**src/rtl/core/tkrs_pkg.sv**
```systemverilog
`timescale 1ns / 1ps

package tkrs_pkg;

	localparam int ID_W    = 22;
	localparam int PAGES_W = 32;
	localparam int RANK_W  = 6;

	// command codes of an input item
	localparam logic CMD_OFFER  = 1'b0;
	localparam logic CMD_REPORT = 1'b1;

	localparam logic [PAGES_W-1:0] COUNT_MAX = {PAGES_W{1'b1}};

	typedef struct packed {
		logic               cmd;
		logic [ID_W-1:0]    task_id;
		logic               has_memory;
		logic [PAGES_W-1:0] virtual_pages;
		logic [PAGES_W-1:0] resident_pages;
	} item_t;

	typedef struct packed {
		logic               slot_valid;
		logic [RANK_W-1:0]  rank;
		logic [ID_W-1:0]    out_task_id;
		logic [PAGES_W-1:0] out_virtual_pages;
		logic [PAGES_W-1:0] out_resident_pages;
		logic [PAGES_W-1:0] tasks_seen;
		logic               last;
	} result_t;

	// one stored list entry
	typedef struct packed {
		logic [ID_W-1:0]    task_id;
		logic [PAGES_W-1:0] virt;
		logic [PAGES_W-1:0] res;
	} entry_t;

	// controller to datapath
	typedef struct packed {
		logic load;
		logic insert;
		logic shift_out;
		logic clear_count;
	} dp_cmd_t;

	// datapath to controller
	typedef struct packed {
		logic rank_last;
	} dp_stat_t;

endpackage

```
**src/rtl/core/tkrs_ctrl.sv**
```systemverilog
`timescale 1ns / 1ps

module tkrs_ctrl (
	input  logic               clk,
	input  logic               arst_n,
	input  logic               item_valid,
	output logic               item_ready,
	input  logic               item_cmd,
	output logic               result_valid,
	input  logic               result_ready,
	input  tkrs_pkg::dp_stat_t stat,
	output tkrs_pkg::dp_cmd_t  cmd
);
	import tkrs_pkg::*;

	localparam logic [1:0] S_IDLE   = 2'd0;
	localparam logic [1:0] S_INSERT = 2'd1;
	localparam logic [1:0] S_REPORT = 2'd2;

	logic [1:0] state_q;
	logic [1:0] state_d;
	logic       out_valid_q;
	logic       accept;
	logic       load_out;

	assign item_ready   = (state_q == S_IDLE);
	assign accept       = item_valid && item_ready;
	assign result_valid = out_valid_q;
	assign load_out     = (state_q == S_REPORT) && (!out_valid_q || result_ready);

	// commands and next state
	always_comb begin
		state_d         = state_q;
		cmd.load        = 1'b0;
		cmd.insert      = 1'b0;
		cmd.shift_out   = 1'b0;
		cmd.clear_count = 1'b0;
		case (state_q)
			S_IDLE: begin
				if (accept) begin
					cmd.load = 1'b1;
					state_d  = (item_cmd == CMD_REPORT) ? S_REPORT : S_INSERT;
				end
			end
			S_INSERT: begin
				cmd.insert = 1'b1;
				state_d    = S_IDLE;
			end
			S_REPORT: begin
				if (load_out) begin
					cmd.shift_out = 1'b1;
					if (stat.rank_last) begin
						cmd.clear_count = 1'b1;
						state_d         = S_IDLE;
					end
				end
			end
			default: begin
				state_d = S_IDLE;
			end
		endcase
	end

	// state and output valid
	always_ff @(posedge clk or negedge arst_n) begin
		if (!arst_n) begin
			state_q     <= S_IDLE;
			out_valid_q <= 1'b0;
		end else begin
			state_q <= state_d;
			if (load_out) begin
				out_valid_q <= 1'b1;
			end else if (result_ready) begin
				out_valid_q <= 1'b0;
			end
		end
	end

`ifndef SYNTH
	a_offer_insert: assert property (@(posedge clk) disable iff (!arst_n)
		accept && item_cmd == CMD_OFFER |=> cmd.insert && !result_valid || cmd.insert)
		else $error("offered item not inserted next cycle");

	a_insert_once: assert property (@(posedge clk) disable iff (!arst_n)
		cmd.insert |=> !cmd.insert && item_ready)
		else $error("insert not single cycle");

	a_clear_end: assert property (@(posedge clk) disable iff (!arst_n)
		cmd.clear_count |-> cmd.shift_out && stat.rank_last)
		else $error("counter cleared outside last report slot");

	a_report_valid: assert property (@(posedge clk) disable iff (!arst_n)
		cmd.shift_out |=> result_valid)
		else $error("report slot loaded but not presented");
`endif

endmodule

```
**config.mk**
```make
export PLATFORM = sky130hd
export DESIGN_NAME = tkrs_ctrl
export DESIGN_NICKNAME = d
export VERILOG_FILES = /design/src/rtl/core/tkrs_pkg.sv /design/src/rtl/core/tkrs_ctrl.sv
export SDC_FILE = /design/constraint.sdc
export NUM_CORES = 1
export LEC_CHECK = 0
export BUFFER_PORTS_ARGS = -buffer_cell sky130_fd_sc_hd__buf_2
export CORE_AREA = 3 3 40 42
export CTS_CLUSTER_SIZE = 16
export DETAILED_ROUTE_END_ITERATION = 10
export DIE_AREA = 0 0 43 45
export MAX_ROUTING_LAYER = met4
export REMOVE_ABC_BUFFERS = 1
export SYNTH_ARGS = -nofsm -noshare
export SYNTH_HDL_FRONTEND = slang
export SYNTH_SLANG_ARGS = --single-unit
```
**constraint.sdc**
```tcl
create_clock -name clk -period 1.3 [get_ports clk]
set_clock_uncertainty 0.15 [all_clocks]
set_input_delay 0.26 -clock clk [delete_from_list [all_inputs] [get_ports clk]]
set_output_delay 0.26 -clock clk [all_outputs]
set_load 0.05 [all_outputs]
```
Yosys cells after proc, flatten, opt, wreduce, memory -nomap -nowiden
Index checks and enable logic that the tools add are counted.
W data, S select, Z words.
- register bits: 3
- bits of input ports: 6
- output and inout port bits: 6
- equal/unequal tests: 5
- muxes and demuxes: 13
- reduce and logical (&&, ||, !) cells: 7
- operator list (cell ; count):
    $mux W2 ; 6
    $mux W1 ; 6
    $ne A2 B2 Y1 const B ; 2
    $pmux W2 S2 ; 1
    $reduce_and A3 Y1 ; 1
    $eq A2 B1 Y1 const B ; 1
    $eq A2 B2 Y1 const B ; 1
    $logic_and A1 B1 Y1 ; 2
    $logic_not A2 Y1 ; 1
    $ne A2 B1 Y1 const B ; 1
    $reduce_bool A2 Y1 ; 1
    $logic_not A1 Y1 ; 1
    $logic_or A1 B1 Y1 ; 1

Depth between registers and ports, before layout
- depth in word-level cells: 5
- depth in mapped cells: 3
- gate-level depth less buffers: 2

Worst setup path before layout
No wires, ideal clock.
- path kind: register -> register
- start: reg state_q[0]
- end: reg state_q[0]
- library setup time: 68 ps
- arrival: 1330 ps
- data required time: 1082 ps
- path slack: -248 ps
- cell stages (with the launch flop): 3
- path buffers: 0
- cell sequence: dfrtp_1 > nor3b_2 > and2b_1
- word-level cells in the longest chain between the ends: 4
- elaborated cells between the ends (all ways): 9
- classes of those cells: 4 x eq/ne; 1 x mux; 4 x reduce/logical
- RTL lines (element ; line ; text):
    start, declared ; tkrs_ctrl.sv:20 ; logic [1:0] state_q;
    start signal, assigned ; tkrs_ctrl.sv:70 ; state_q <= state_d;
    $eq A2 B2 Y1 / $logic_not A2 Y1 (equally long branches) ; tkrs_ctrl.sv:29, tkrs_ctrl.sv:38, tkrs_ctrl.sv:26 ;
    $logic_and A1 B1 Y1, on equally long branches ; tkrs_ctrl.sv:29, tkrs_ctrl.sv:27 ;
    $ne A2 B2 Y1 (no source line) / $ne A2 B1 Y1 (equally long branches) ; -- ;
    $reduce_and A3 Y1 (no source line) ; -- ;
Parallel ways exist; a longest one is shown, timed or not.
A chain may end at the register's enable or synchronous reset.

==> flow_summary.json <==
{
  "synth_seq_area_share_pct": 46.2,
  "switching_share_pct": 45.8,
  "initial_core_util_pct": 12.7,
  "antenna_cells": 0,
  "cts_tree": "done",
  "combPwrFrac_pct": 63.9,
  "setup_viol": 5,
  "switchingPower_mw": 0.444,
  "num-fill-cells": 143,
  "rsz0062_at_grt": "true",
  "grt_max_degree": 8,
  "max_freq_ghz": 0.651,
  "path_class": "reg -> out",
  "setup_slack_ps": -236,
  "ys.flop_type": "dfrtp_1",
  "fin_crit_sh_pct": 118,
  "synthAdderAreaFrac_pct": 0,
  "port_buffers": 11,
  "vias_per_cell": 3.66,
  "synth-simple-area-share_pct": 35.4,
  "internal_power_mw": 0.525,
  "nNetsFinal": 42,
  "synth_warnings": 0,
  "syn_area_per_cell_sq_um": 10.8,
  "die_w_um": 43,
  "relSlewSlack_pct": 85.8,
  "drtAntennaViolNets": 0,
  "worstMarginPinSlew_ps": 212,
  "crit_fanout": 7,
  "first_iter_violations": 5,
  "pwr-share-clk_pct": 16.5,
  "cp_slowest_cell": "dfrtp_2",
  "violations": "negative setup slack",
  "cts_max_level": 1,
  "syn-instance-count": 15,
  "yosys-top-cells-area": "dfrtp_1 46%, nor3b_2 7.7%, and4b_2 6.9%",
  "fp.dieH_um": 45,
  "period_needed_ps": 1540,
  "grt_pass1_wl_um": 745,
  "avgRoutedWirePerCell_um": 9.38,
  "hold_slack_ps": 84.1,
  "async_reset_ff_share_pct": 100,
  "clk_pin_slew_ps": 30,
  "cts_buffers": 3,
  "synth-edff-count": 0,
  "cts_sinks": 3,
  "cts_buffer_depth": 2,
  "clkLatencyLatePin_ps": 230,
  "end_kind": "primary output",
  "worstPathRequired_ps": 890,
  "synth_compound_area_share_pct": 11.5,
  "yosysTopAreaCell": "dfrtp_1",
  "grt_pass1_vias": 184,
  "synthToLayoutAreaGrowth_pct": 124,
  "yosysMostFrequentCell": "dfrtp_1",
  "grt_overflow_total": 0,
  "grt_antenna_before_repair": 0,
  "coreArea_sq_mm": 0.00128,
  "cp-start-kind": "flop",
  "std_cell_rows": 13,
  "drtPass1Iterations": 2,
  "drive_gt1_share_pct": 77.1,
  "ios": 12,
  "ys_ff_latch": 3,
  "maxCapViolCount": 0,
  "grtUsageTotal_pct": 5.76,
  "vdd.ir_drop.worst_mv": 1.12,
  "hpwl_um": 331,
  "synth_top_family_by_area": "simple AND/OR/NAND/NOR gates",
  "synthMuxAreaShare_pct": 0,
  "drv_slew": 0,
  "netlist_area_sq_um": 163,
  "place_congestion": 0.615,
  "hold_viol": 0,
  "slowest_delay_ps": 450,
  "leakage_nw": 0.174,
  "synth_xor_area_share_pct": 0,
  "worstPathCellList": "and4b_2 > buf_6",
  "status": "complete, but fails checks",
  "drc": 0,
  "netlist.area_leader.share_pct": 46.2,
  "dr_total_vias": 183,
  "p_seq_share_pct": 19.6,
  "yosysUniqueCellTypes": 13,
  "die_area_sq_mm": 0.00194,
  "root_buffer": "clkbuf_4",
  "hold_path_class": "in -> reg",
  "p_total_mw": 0.969,
  "routed_wirelength_um": 469,
  "p_per_area_mw_per_mm2": 2660,
  "crit_arrival_ps": 1130
}
## logic make-up (layout without fill, tap and decap cells)
kind of cell	Yosys count	after routing
simple gates	7	7
compound gates	3	3
flops	3	3
buf+inv	2	22
## flip-flops by register name, summed over array words and instances (netlist names)
register	count
result_valid	1
state_q	2
## layout by cell type, fill, tap and decap left out
cell and n:
clkbuf_1 1, dlygate4sd3_1 1, a21oi_1 1, and2b_2 1, and4b_2 1, nand2b_1 1, dfrtp_1 1, buf_8 1
buf_4 4, and2b_1 1, nor3b_2 1, o21ai_0 1, clkbuf_4 3, a311oi_1 1, nor3b_4 1, buf_2 5
nor2_2 1, buf_6 6, inv_2 1, dfrtp_2 2
## metrics by stage
stage,setup slack [ps],util [%],cells,instance area [sq um],TNS (ps)
floorplan,-1020,-,14,155,-1940
CTS,-239,26.7,49,343,-1040
global placement,-103,19.6,43,251,-228
finish,-236,28.3,50,364,-1040
detailed placement,-92.7,19.6,43,251,-238
global route,-279,28.3,50,364,-1290
## path summary, 6_finish.rpt
path,start,to,slack [ps],cells after the start
max,state_q[0]$_DFFE_PN0P_,cmd[0],-240,2
min,stat,state_q[1]$_DFFE_PN0P_,80,2
max reg2reg,result_valid$_DFFE_PN0P_,state_q[1]$_DFFE_PN0P_,70,4
min reg2reg,state_q[0]$_DFFE_PN0P_,state_q[1]$_DFFE_PN0P_,390,1
max in group asynchronous,arst_n,state_q[0]$_DFFE_PN0P_,670,2
min in group asynchronous,arst_n,result_valid$_DFFE_PN0P_,210,2
## area by class of cell
class | count | area (sq um) | area share (%)
well taps | 15 | 18.8 | 5.15
inverters | 1 | 3.75 | 1.03
flip-flops and latches | 3 | 77.6 | 21.3
clock buffers | 4 | 26.3 | 7.22
repair buffers | 17 | 148 | 40.5
multi-input cells | 10 | 90.1 | 24.7
## worst max-delay path: cells and delay by family, from the launching register on
family	cells	cell delay, ps
flip-flops	1	450
AND/OR/NAND/NOR	1	300
buffers and inverters	1	150
## per-layer routing
| layer | track usage [%] | vias up | part of all wire (%) |
|---|---|---|---|
| li1 | - | 92 | - |
| met1 | 6.31 | 80 | 41 |
| met2 | 7.19 | 11 | 45 |
| met3 | 5.58 | 0 | 14 |
| met4 | 1.81 | 0 | 0 |
| met5 | - | - | 0 |
## power groups by stage
| stage | clock [mW] | combinational, mW | sequential, mW |
|---|---|---|---|
| CTS | 0.167 | 0.576 | 0.179 |
| finish | 0.160 | 0.619 | 0.190 |
| floorplan | 0 | 0.262 | 0.221 |
| detailed placement | 0 | 0.457 | 0.170 |
| global route | 0.180 | 0.648 | 0.196 |
| global placement | 0 | 0.455 | 0.171 |
## what timing repair did
item	CTS	global route
gates resized for setup	17	3
endpoints found under the hold margin	3	0
hold buffers	1	0
setup buffers	1	2
setup endpoints to repair	6	6
pin swaps	2	0
(Power assumes the default switching activity.)
